### config.mk
export PLATFORM = sky130hd
export DESIGN_NAME = cycle_timer_bank_with_irq_hold
export DESIGN_NICKNAME = d
export VERILOG_FILES = /design/src/rtl/ctbh_pkg.sv /design/src/rtl/ctbh_step_unit.sv /design/src/rtl/ctbh_result_buf.sv /design/src/rtl/cycle_timer_bank_with_irq_hold.sv
export SDC_FILE = /design/constraint.sdc
export NUM_CORES = 1
export LEC_CHECK = 0
export ABC_AREA = 0
export BUFFER_PORTS_ARGS = -buffer_cell sky130_fd_sc_hd__clkbuf_2
export CORE_MARGIN = 4
export CORE_UTILIZATION = 57
export CTS_BUF_LIST = sky130_fd_sc_hd__clkbuf_8
export DETAILED_ROUTE_END_ITERATION = 8
export GPL_ROUTABILITY_DRIVEN = 0
export GPL_TIMING_DRIVEN = 0
export PLACE_DENSITY = 0.76
export SYNTH_ARGS = -nofsm -noshare
export SYNTH_HDL_FRONTEND = slang
export SYNTH_SLANG_ARGS = --single-unit
### constraint.sdc
create_clock -name clk_i -period 23.3 [get_ports clk_i]
set_input_delay 4.66 -clock clk_i [delete_from_list [all_inputs] [get_ports clk_i]]
set_output_delay 4.66 -clock clk_i [all_outputs]
set_load 0.005 [all_outputs]
### src/rtl/ctbh_pkg.sv
// Shared types and constants for the cycle timer bank with interrupt hold.
// Used by ctbh_step_unit, ctbh_result_buf and cycle_timer_bank_with_irq_hold.
// No dependencies.
package ctbh_pkg;

  // Bank size and per-transaction result cap
  localparam int NUM_TIMERS  = 8;
  localparam int MAX_RESULTS = 10;

  localparam int SLOT_IDX_W = (NUM_TIMERS > 1) ? $clog2(NUM_TIMERS) : 1;
  localparam int EMIT_CNT_W = $clog2(MAX_RESULTS + 1);

  // Field widths
  localparam int OP_W      = 3;
  localparam int KIND_W    = 3;
  localparam int KEY_W     = 32;
  localparam int COUNT_W   = 24;
  localparam int ELAPSED_W = 8;
  localparam int REMAIN_W  = 26;

  // Input opcodes; codes 6 and 7 only return a nothing result
  typedef enum logic [OP_W-1:0] {
    OP_SET_TIMER  = 3'd0,
    OP_ADVANCE    = 3'd1,
    OP_ASSERT_IRQ = 3'd2,
    OP_ASSERT_NMI = 3'd3,
    OP_CLEAR_IRQ  = 3'd4,
    OP_CLEAR_NMI  = 3'd5
  } op_e;

  // Result kinds
  typedef enum logic [KIND_W-1:0] {
    KIND_SET_REPLY   = 3'd0,
    KIND_FIRED       = 3'd1,
    KIND_IRQ_RELEASE = 3'd2,
    KIND_NMI_RELEASE = 3'd3,
    KIND_NOTHING     = 3'd4,
    KIND_ACK         = 3'd5
  } kind_e;

  // Sequencer states
  typedef enum logic [3:0] {
    ST_IDLE,
    ST_EXEC,
    ST_HOLD_IRQ,
    ST_HOLD_NMI,
    ST_SLOT,
    ST_NOTHING,
    ST_FIND,
    ST_CLAIM,
    ST_DONE
  } seq_state_e;

  // One result item, without the last flag
  typedef struct packed {
    kind_e              kind;
    logic [KEY_W-1:0]   fired_key;
    logic               set_ok;
    logic               irq_active;
    logic               nmi_active;
  } result_t;

  // Sequencer to result buffer
  typedef struct packed {
    logic push;
    logic finish;
  } buf_ctl_t;

  // Result buffer to sequencer
  typedef struct packed {
    logic ready;
    logic pending;
  } buf_sts_t;

endpackage

### src/rtl/ctbh_step_unit.sv
// Shared countdown unit: optional reload of a signed count, then subtract
// the elapsed cycles. Serves both hold counters and every timer slot.
// Depends on ctbh_pkg.
module ctbh_step_unit (
  input  logic signed [ctbh_pkg::REMAIN_W-1:0]  base_i,
  input  logic        [ctbh_pkg::COUNT_W-1:0]   reload_i,
  input  logic                                  reload_en_i,
  input  logic        [ctbh_pkg::ELAPSED_W-1:0] elapsed_i,
  output logic signed [ctbh_pkg::REMAIN_W-1:0]  result_o,
  output logic                                  le_zero_o
);
  import ctbh_pkg::*;

  logic signed [REMAIN_W-1:0] reloaded;
  logic                       base_le_zero;

  // Reload by the period when the count has run out
  assign base_le_zero = base_i[REMAIN_W-1] || (base_i == '0);

  always_comb begin
    if (reload_en_i && base_le_zero) begin
      reloaded = base_i + $signed(REMAIN_W'(reload_i));
    end else begin
      reloaded = base_i;
    end
    result_o  = reloaded - $signed(REMAIN_W'(elapsed_i));
    le_zero_o = result_o[REMAIN_W-1] || (result_o == '0);
  end

endmodule

### src/rtl/ctbh_result_buf.sv
// Result buffer: one pending result plus the output register. A result is
// held back until the next one or the end of the transaction decides last.
// Depends on ctbh_pkg.
module ctbh_result_buf (
  input  logic                clk_i,
  input  logic                rst_ni,
  input  ctbh_pkg::buf_ctl_t  ctl_i,
  input  ctbh_pkg::result_t   res_i,
  output ctbh_pkg::buf_sts_t  sts_o,
  output logic                out_valid_o,
  input  logic                out_stall_i,
  output ctbh_pkg::result_t   out_res_o,
  output logic                out_last_o
);
  import ctbh_pkg::*;

  logic    pend_valid_q;
  result_t pend_res_q;
  logic    out_valid_q;
  result_t out_res_q;
  logic    out_last_q;
  logic    out_free;
  logic    move;

  assign out_free = !out_valid_q || !out_stall_i;
  assign move     = pend_valid_q && (ctl_i.push || ctl_i.finish);

  assign sts_o.ready   = !pend_valid_q || out_free;
  assign sts_o.pending = pend_valid_q;

  // Pending slot
  always_ff @(posedge clk_i or negedge rst_ni) begin
    if (!rst_ni) begin
      pend_valid_q <= 1'b0;
    end else if (ctl_i.push) begin
      pend_valid_q <= 1'b1;
    end else if (ctl_i.finish) begin
      pend_valid_q <= 1'b0;
    end
  end

  always_ff @(posedge clk_i) begin
    if (ctl_i.push) begin
      pend_res_q <= res_i;
    end
  end

  // Output register
  always_ff @(posedge clk_i or negedge rst_ni) begin
    if (!rst_ni) begin
      out_valid_q <= 1'b0;
    end else if (move) begin
      out_valid_q <= 1'b1;
    end else if (out_free) begin
      out_valid_q <= 1'b0;
    end
  end

  always_ff @(posedge clk_i) begin
    if (move) begin
      out_res_q  <= pend_res_q;
      out_last_q <= ctl_i.finish;
    end
  end

  assign out_valid_o = out_valid_q;
  assign out_res_o   = out_res_q;
  assign out_last_o  = out_last_q;

endmodule

### src/rtl/cycle_timer_bank_with_irq_hold.sv
// Bank of NUM_TIMERS periodic cycle timers plus IRQ and NMI lines with
// auto-release hold counts. One transaction is worked on at a time by a
// sequencer that walks the hold counters and the timer slots through a
// single shared countdown unit, one counter or slot per cycle unless a
// step waits on the result buffer. An advance steps both hold counters,
// every slot and a no-event check; a set-timer searches the slots for
// its key and else claims the first free slot; assert, clear and unused
// codes reply at once. Results leave through a pending slot and an
// output register, so the next transaction is accepted while the final
// result still waits to be taken. At most MAX_RESULTS results per
// transaction; later events are dropped but the state is still updated.
// Depends on ctbh_pkg, ctbh_step_unit and ctbh_result_buf.
module cycle_timer_bank_with_irq_hold (
  input  logic                               clk_i,
  input  logic                               rst_ni,
  input  logic                               in_valid_i,
  output logic                               in_stall_o,
  input  logic [ctbh_pkg::OP_W-1:0]          op_i,
  input  logic [ctbh_pkg::KEY_W-1:0]         timer_key_i,
  input  logic [ctbh_pkg::COUNT_W-1:0]       count_value_i,
  input  logic [ctbh_pkg::ELAPSED_W-1:0]     elapsed_cycles_i,
  output logic                               out_valid_o,
  input  logic                               out_stall_i,
  output logic [ctbh_pkg::KIND_W-1:0]        kind_o,
  output logic [ctbh_pkg::KEY_W-1:0]         fired_key_o,
  output logic                               set_ok_o,
  output logic                               irq_active_o,
  output logic                               nmi_active_o,
  output logic                               last_o
);
  import ctbh_pkg::*;

  localparam logic [SLOT_IDX_W-1:0] LAST_IDX = SLOT_IDX_W'(NUM_TIMERS - 1);

  // Sequencer and latched transaction
  seq_state_e               state_q, state_d;
  logic [OP_W-1:0]          op_q;
  logic [KEY_W-1:0]         key_q;
  logic [COUNT_W-1:0]       cnt_q;
  logic [ELAPSED_W-1:0]     elapsed_q;
  logic [SLOT_IDX_W-1:0]    idx_q, idx_d;
  logic                     free_found_q, free_found_d;
  logic [SLOT_IDX_W-1:0]    free_idx_q, free_idx_d;
  logic [EMIT_CNT_W-1:0]    emit_cnt_q;

  // Interrupt lines
  logic [COUNT_W-1:0]       irq_hold_q, irq_hold_d;
  logic [COUNT_W-1:0]       nmi_hold_q, nmi_hold_d;
  logic                     irq_line_q, irq_line_d;
  logic                     nmi_line_q, nmi_line_d;

  // Timer slots
  logic                       slot_used_q   [NUM_TIMERS];
  logic [COUNT_W-1:0]         slot_period_q [NUM_TIMERS];
  logic signed [REMAIN_W-1:0] slot_remain_q [NUM_TIMERS];
  logic [KEY_W-1:0]           slot_key_q    [NUM_TIMERS];

  logic                       cur_used;
  logic [COUNT_W-1:0]         cur_period;
  logic signed [REMAIN_W-1:0] cur_remain;
  logic [KEY_W-1:0]           cur_key;

  logic                       wr_en;
  logic [SLOT_IDX_W-1:0]      wr_idx;
  logic                       wr_used;
  logic [COUNT_W-1:0]         wr_period;
  logic signed [REMAIN_W-1:0] wr_remain;
  logic [KEY_W-1:0]           wr_key;

  // Shared unit
  logic signed [REMAIN_W-1:0] unit_base;
  logic                       unit_reload_en;
  logic signed [REMAIN_W-1:0] unit_result;
  logic                       unit_le_zero;

  // Result path
  logic       accept;
  logic       emit_want;
  logic       finish_want;
  logic       room;
  logic       step_go;
  result_t    emit_res;
  buf_ctl_t   buf_ctl;
  buf_sts_t   buf_sts;
  result_t    out_res;

  assign accept     = in_valid_i && (state_q == ST_IDLE);
  assign in_stall_o = (state_q != ST_IDLE);

  assign cur_used   = slot_used_q[idx_q];
  assign cur_period = slot_period_q[idx_q];
  assign cur_remain = slot_remain_q[idx_q];
  assign cur_key    = slot_key_q[idx_q];

  // Shared unit operand select
  always_comb begin
    unit_reload_en = 1'b0;
    case (state_q)
      ST_HOLD_IRQ: unit_base = $signed(REMAIN_W'(irq_hold_q));
      ST_HOLD_NMI: unit_base = $signed(REMAIN_W'(nmi_hold_q));
      default: begin
        unit_base      = cur_remain;
        unit_reload_en = (state_q == ST_SLOT);
      end
    endcase
  end

  ctbh_step_unit u_step (
    .base_i      (unit_base),
    .reload_i    (cur_period),
    .reload_en_i (unit_reload_en),
    .elapsed_i   (elapsed_q),
    .result_o    (unit_result),
    .le_zero_o   (unit_le_zero)
  );

  // Sequencer next state and actions
  always_comb begin
    state_d      = state_q;
    idx_d        = idx_q;
    free_found_d = free_found_q;
    free_idx_d   = free_idx_q;
    irq_hold_d   = irq_hold_q;
    nmi_hold_d   = nmi_hold_q;
    irq_line_d   = irq_line_q;
    nmi_line_d   = nmi_line_q;
    emit_want    = 1'b0;
    finish_want  = 1'b0;
    emit_res.kind       = KIND_NOTHING;
    emit_res.fired_key  = '0;
    emit_res.set_ok     = 1'b0;
    emit_res.irq_active = irq_line_q;
    emit_res.nmi_active = nmi_line_q;
    wr_en     = 1'b0;
    wr_idx    = idx_q;
    wr_used   = cur_used;
    wr_period = cur_period;
    wr_remain = cur_remain;
    wr_key    = cur_key;

    unique case (state_q)
      ST_IDLE: begin
        if (in_valid_i) begin
          state_d = ST_EXEC;
        end
      end

      ST_EXEC: begin
        state_d = ST_DONE;
        case (op_q)
          OP_SET_TIMER: begin
            idx_d        = '0;
            free_found_d = 1'b0;
            state_d      = ST_FIND;
          end
          OP_ADVANCE: begin
            state_d = ST_HOLD_IRQ;
          end
          OP_ASSERT_IRQ: begin
            irq_hold_d    = cnt_q;
            irq_line_d    = 1'b1;
            emit_want     = 1'b1;
            emit_res.kind = KIND_ACK;
            emit_res.irq_active = 1'b1;
          end
          OP_ASSERT_NMI: begin
            nmi_hold_d    = cnt_q;
            nmi_line_d    = 1'b1;
            emit_want     = 1'b1;
            emit_res.kind = KIND_ACK;
            emit_res.nmi_active = 1'b1;
          end
          OP_CLEAR_IRQ: begin
            irq_hold_d    = '0;
            irq_line_d    = 1'b0;
            emit_want     = 1'b1;
            emit_res.kind = KIND_ACK;
            emit_res.irq_active = 1'b0;
          end
          OP_CLEAR_NMI: begin
            nmi_hold_d    = '0;
            nmi_line_d    = 1'b0;
            emit_want     = 1'b1;
            emit_res.kind = KIND_ACK;
            emit_res.nmi_active = 1'b0;
          end
          default: begin
            emit_want = 1'b1;
          end
        endcase
      end

      // Hold countdown; the line drops when the hold runs out
      ST_HOLD_IRQ: begin
        state_d = ST_HOLD_NMI;
        if (irq_hold_q != '0) begin
          if (unit_le_zero) begin
            irq_hold_d    = '0;
            irq_line_d    = 1'b0;
            emit_want     = 1'b1;
            emit_res.kind = KIND_IRQ_RELEASE;
            emit_res.irq_active = 1'b0;
          end else begin
            irq_hold_d = unit_result[COUNT_W-1:0];
          end
        end
      end

      ST_HOLD_NMI: begin
        state_d = ST_SLOT;
        idx_d   = '0;
        if (nmi_hold_q != '0) begin
          if (unit_le_zero) begin
            nmi_hold_d    = '0;
            nmi_line_d    = 1'b0;
            emit_want     = 1'b1;
            emit_res.kind = KIND_NMI_RELEASE;
            emit_res.nmi_active = 1'b0;
          end else begin
            nmi_hold_d = unit_result[COUNT_W-1:0];
          end
        end
      end

      // One slot per cycle through the shared unit, unless a step waits; only active timers are updated
      ST_SLOT: begin
        if (cur_used && (cur_period != '0)) begin
          wr_en     = 1'b1;
          wr_remain = unit_result;
          if (unit_le_zero) begin
            emit_want          = 1'b1;
            emit_res.kind      = KIND_FIRED;
            emit_res.fired_key = cur_key;
          end
        end
        idx_d = idx_q + 1'b1;
        if (idx_q == LAST_IDX) begin
          state_d = ST_NOTHING;
        end
      end

      ST_NOTHING: begin
        state_d = ST_DONE;
        if (emit_cnt_q == '0) begin
          emit_want = 1'b1;
        end
      end

      // Key lookup; remember the first free slot on the way
      ST_FIND: begin
        if (cur_used && (cur_key == key_q)) begin
          wr_en           = 1'b1;
          wr_period       = cnt_q;
          wr_remain       = '0;
          wr_used         = (cnt_q != '0);
          emit_want       = 1'b1;
          emit_res.kind   = KIND_SET_REPLY;
          emit_res.set_ok = 1'b1;
          state_d         = ST_DONE;
        end else begin
          if (!cur_used && !free_found_q) begin
            free_found_d = 1'b1;
            free_idx_d   = idx_q;
          end
          idx_d = idx_q + 1'b1;
          if (idx_q == LAST_IDX) begin
            state_d = ST_CLAIM;
          end
        end
      end

      ST_CLAIM: begin
        state_d       = ST_DONE;
        emit_want     = 1'b1;
        emit_res.kind = KIND_SET_REPLY;
        if (free_found_q) begin
          wr_en           = 1'b1;
          wr_idx          = free_idx_q;
          wr_used         = 1'b1;
          wr_period       = cnt_q;
          wr_remain       = '0;
          wr_key          = key_q;
          emit_res.set_ok = 1'b1;
        end
      end

      ST_DONE: begin
        finish_want = 1'b1;
        state_d     = ST_IDLE;
      end

      default: begin
        state_d = ST_IDLE;
      end
    endcase
  end

  // A step waits while the result buffer cannot take its result or finish
  assign room    = (emit_cnt_q < EMIT_CNT_W'(MAX_RESULTS));
  assign step_go = !(((emit_want && room) || finish_want) && !buf_sts.ready);

  assign buf_ctl.push   = emit_want && room && step_go;
  assign buf_ctl.finish = finish_want && step_go;

  // Control registers
  always_ff @(posedge clk_i or negedge rst_ni) begin
    if (!rst_ni) begin
      state_q      <= ST_IDLE;
      idx_q        <= '0;
      free_found_q <= 1'b0;
      free_idx_q   <= '0;
      irq_hold_q   <= '0;
      nmi_hold_q   <= '0;
      irq_line_q   <= 1'b0;
      nmi_line_q   <= 1'b0;
    end else if (step_go) begin
      state_q      <= state_d;
      idx_q        <= idx_d;
      free_found_q <= free_found_d;
      free_idx_q   <= free_idx_d;
      irq_hold_q   <= irq_hold_d;
      nmi_hold_q   <= nmi_hold_d;
      irq_line_q   <= irq_line_d;
      nmi_line_q   <= nmi_line_d;
    end
  end

  // Result count per transaction
  always_ff @(posedge clk_i or negedge rst_ni) begin
    if (!rst_ni) begin
      emit_cnt_q <= '0;
    end else if (accept) begin
      emit_cnt_q <= '0;
    end else if (buf_ctl.push) begin
      emit_cnt_q <= emit_cnt_q + 1'b1;
    end
  end

  // Latched transaction fields
  always_ff @(posedge clk_i) begin
    if (accept) begin
      op_q      <= op_i;
      key_q     <= timer_key_i;
      cnt_q     <= count_value_i;
      elapsed_q <= elapsed_cycles_i;
    end
  end

  // Slot storage, at most one write per cycle, held while a step waits
  always_ff @(posedge clk_i or negedge rst_ni) begin
    if (!rst_ni) begin
      for (int i = 0; i < NUM_TIMERS; i++) begin
        slot_used_q[i] <= 1'b0;
      end
    end else if (wr_en && step_go) begin
      slot_used_q[wr_idx] <= wr_used;
    end
  end

  always_ff @(posedge clk_i) begin
    if (wr_en && step_go) begin
      slot_period_q[wr_idx] <= wr_period;
      slot_remain_q[wr_idx] <= wr_remain;
      slot_key_q[wr_idx]    <= wr_key;
    end
  end

  ctbh_result_buf u_buf (
    .clk_i       (clk_i),
    .rst_ni      (rst_ni),
    .ctl_i       (buf_ctl),
    .res_i       (emit_res),
    .sts_o       (buf_sts),
    .out_valid_o (out_valid_o),
    .out_stall_i (out_stall_i),
    .out_res_o   (out_res),
    .out_last_o  (last_o)
  );

  assign kind_o       = out_res.kind;
  assign fired_key_o  = out_res.fired_key;
  assign set_ok_o     = out_res.set_ok;
  assign irq_active_o = out_res.irq_active;
  assign nmi_active_o = out_res.nmi_active;

  // Checks
  a_emit_cap: assert property (@(posedge clk_i) disable iff (!rst_ni)
    emit_cnt_q <= EMIT_CNT_W'(MAX_RESULTS))
    else $error("result count passed the per-transaction cap");

  a_idle_drained: assert property (@(posedge clk_i) disable iff (!rst_ni)
    (state_q == ST_IDLE) |-> !buf_sts.pending)
    else $error("pending result left over when idle");

  a_done_has_result: assert property (@(posedge clk_i) disable iff (!rst_ni)
    (state_q == ST_DONE) |-> buf_sts.pending)
    else $error("transaction ended without a result");

  a_irq_drop_cause: assert property (@(posedge clk_i) disable iff (!rst_ni)
    $fell(irq_line_q) |-> ($past(state_q == ST_HOLD_IRQ) ||
                           ($past(state_q == ST_EXEC) && $past(op_q == OP_CLEAR_IRQ))))
    else $error("irq line dropped without release or clear");

endmodule
==> reports/results.txt <==
Status: complete, no violations
Most common library cells after synthesis: 800 x edfxtp_1, 148 x nor2_1, 143 x mux2i_1
Hold Fails Final Rpt: 0
Final Skew: 0.0395 ns
Slew of the pin with the lowest slew margin: 1.29 ns
Max-slew headroom: 13.6%
GRT overflow: 0
Ys Warns: 0
Root buf cell: clkbuf_8
Max rail drop VDD: 0.0794 mV
DR DRC count: 0
CTS Sinks: 875
Tmin final: 10.96 ns
Ys async rst share: 8.57%
CTS Hold Bufs: 0
Pins Over Slew Limit: 0
Post-synth EDFFs: 800
H-Tree Depth: 4
Vias per cell: 6.59
MaxCap Viol Count: 0
Flops & latches, synth: 875
Hold WS: 0.418 ns
Vias in the first global route: 24.3k
Boundary Pins: 112
Die width: 269 um
Setup-failing EPs final: 0
CP max stage delay: 0.71 ns
Die ar.: 72,300 sq um
Area growth syn-to-layout: 12.4%
Drt first pass iters: 8
CP Max Fanout: 10
Initial DRC count: 3,506
Reg2Reg Setup Slack: 12.34 ns
Starting Density: 57.6%
Reg-to-Reg Start: idx_q[2]
Register area share after synthesis: 66.8%
Final TNS setup: 0 ns
Worst Path Required: 23.90 ns
Library cells used by synthesis: 94
Clk_lat worst skew: 0.81 ns
Most frequent cell after synthesis: edfxtp_1
Share of the synthesized area in the top cell type: 62.0%
Slowest stage cell, crit path: a31oi_1
Via count: 24.4k
Worst Hold Launch: u_buf.pend_res_q[21]
First-pass GRT wire length: 151,000 um
CTS Buf Count: 139
FP Rows: 95
Hold endpoint: u_buf.out_res_o[21]
Worst-path clk slew: 0.06 ns
Post-CTS Resized: 0
Power density over the cells: 142 nW/um^2
Final core utilization: 64.8%
Kind of critical path: reg -> reg
Layout net count: 2,834
Mapped Cells: 2,454
Max Buffers Root-to-Sink: 3
Fin crit share: 47.0%
Post-CTS setup buffer count: 0
Layout cells sized above 1: 22.2%
Fill count: 4,604
Main flop type after synthesis: edfxtp_1
DRT Wirelength: 103,000 um
Synth top area cells: edfxtp_1 62%, mux4_2 7.1%, dfrtp_1 4.8%
Largest net degree at the start of global routing: 65
Critical Path AT: 11.56 ns
Leakage: 15.1 nW
Post-route ant nets: 0
Hold Path Stages: 0
Post-DP HPWL: 70,000 um
CTS tree: done
Tot Pwr: 0.00620 W
RSZ-0062 raised after global routing: false
Wire length per cell: 27.8 um
Initial antenna violation count: 5
Crit path launch type: register
Total track usage: 28.5%
Post-Syn Area: 38,800 sq um
Die Y: 269 um
IO Port Bufs: 111
Synthesized Nets: 2,563
Fmax: 0.0913 GHz
Yosys top cell by area: edfxtp_1
Reg2reg end: u_buf.pend_res_q[11]
Worst hold path class: reg -> reg
Worst Reg-to-Reg Cells: 30
Synth Area per Inst: 15.8 sq um
Critical Path Sink Type: register
Core ar.: 67,300 sq um
[kinds of logic after synthesis]
kind of cell    after synthesis  share of synthesized area, %
simple gates                491                          6.27
flops                       875                          66.8
buf+inv                     184                          2.14
mux                         395                          14.9
fa+ha+maj                    38                          1.27
xor+xnor                     66                          1.51
compound gates              405                          7.07
[per-stage QoR]
stage / area [sq um] / setup slack [ns] / instances
floorplan: 38800 / 11.78 / 2454
global placement: 40400 / 5.59 / 3438
detailed placement: 41000 / 12.76 / 3457
CTS: 43600 / 12.66 / 3705
global route: 43600 / 11.97 / 3706
finish: 43600 / 12.34 / 3706
[layer usage]
metal	GRT usage (%)	routed length, um
met2	42.7	46700
met5	0	38
met1	39.5	39900
met4	14.5	5640
met3	6.90	10900
[cell usage in the layout (no fill, tap or decap), types with 12 or more instances in the layout]
cell type and n:
clkinv_1 30, nand3_1 45, xor2_1 16, clkinv_2 12, mux2i_1 143, nand4_1 20
a22oi_1 20, dfrtp_1 75, clkbuf_8 142, mux2_4 40, nor4_1 41, nor3_1 18
nor2_1 147, clkbuf_2 110, a21oi_1 94, a22o_1 36, mux2_2 82, nand2_1 118
o21a_1 12, o211ai_1 14, o21ai_0 96, xnor2_1 49, mux4_2 122, nand2b_1 13
edfxtp_1 800, clkbuf_1 75, inv_1 100, ha_1 36, a211oi_1 12, buf_2 24
nor2b_1 12
[sequential cells by signal, indices dropped and copies added (netlist names), 8 cells and up]
| name | count |
|---|---|
| slot_key_q | 256 |
| slot_period_q | 192 |
| key_q | 32 |
| slot_remain_q | 208 |
| u_buf.pend_res_q | 38 |
| slot_used_q | 8 |
| elapsed_q | 8 |
| nmi_hold_q | 24 |
| u_buf.out_res_o | 38 |
| cnt_q | 24 |
| irq_hold_q | 24 |
[report_power, final]
part	leakage (nW)	internal (W)	switching [W]	total [W]
clock network	1.49	0.000623	0.000613	0.00124
registers	8.17	0.00212	0.000112	0.00223
logic	5.45	0.000985	0.00175	0.00274
total	15.1	0.00373	0.00247	0.00620
[worst max-delay path, delay by kind of cell, from the launching register on]
| kind | cells | cell delay [ns] |
|---|---|---|
| and+or+nand+nor | 12 | 4.78 |
| AOI/OAI and AO/OA | 10 | 2.89 |
| buffers and inverters | 6 | 2.01 |
| adders and majority gates | 2 | 0.61 |
| DFF | 1 | 0.45 |
[worst max-delay path by stage]
stage | startpoint | endpoint | slack [ns] | cells past startpoint
final | idx_q[2] | u_buf.pend_res_q[11] | 12.34 | 30
after detailed placement | idx_q[1] | slot_period_q[1][7] | 12.76 | 29
after global placement | idx_q[0] | slot_used_q[6] | 5.59 | 27
after floorplan | idx_q[0] | slot_used_q[6] | 11.78 | 27
after CTS | idx_q[1] | slot_period_q[1][21] | 12.66 | 29
after global routing | idx_q[1] | u_buf.pend_res_q[11] | 11.97 | 27
[layout make-up]
cell class	instances	area, sq um	share of cell area, %
multi-input cells	1395	12100	27.8
diodes	1	2.50	0.00574
clock buffers	142	1950	4.49
flip-flops and latches	875	25900	59.4
repair buffers	130	1010	2.33
well taps	873	1090	2.51
plain buffers	127	616	1.41
inverters	57	214	0.491
clock inverters	106	662	1.52
Note: power is estimated with default switching activity, not from simulation.
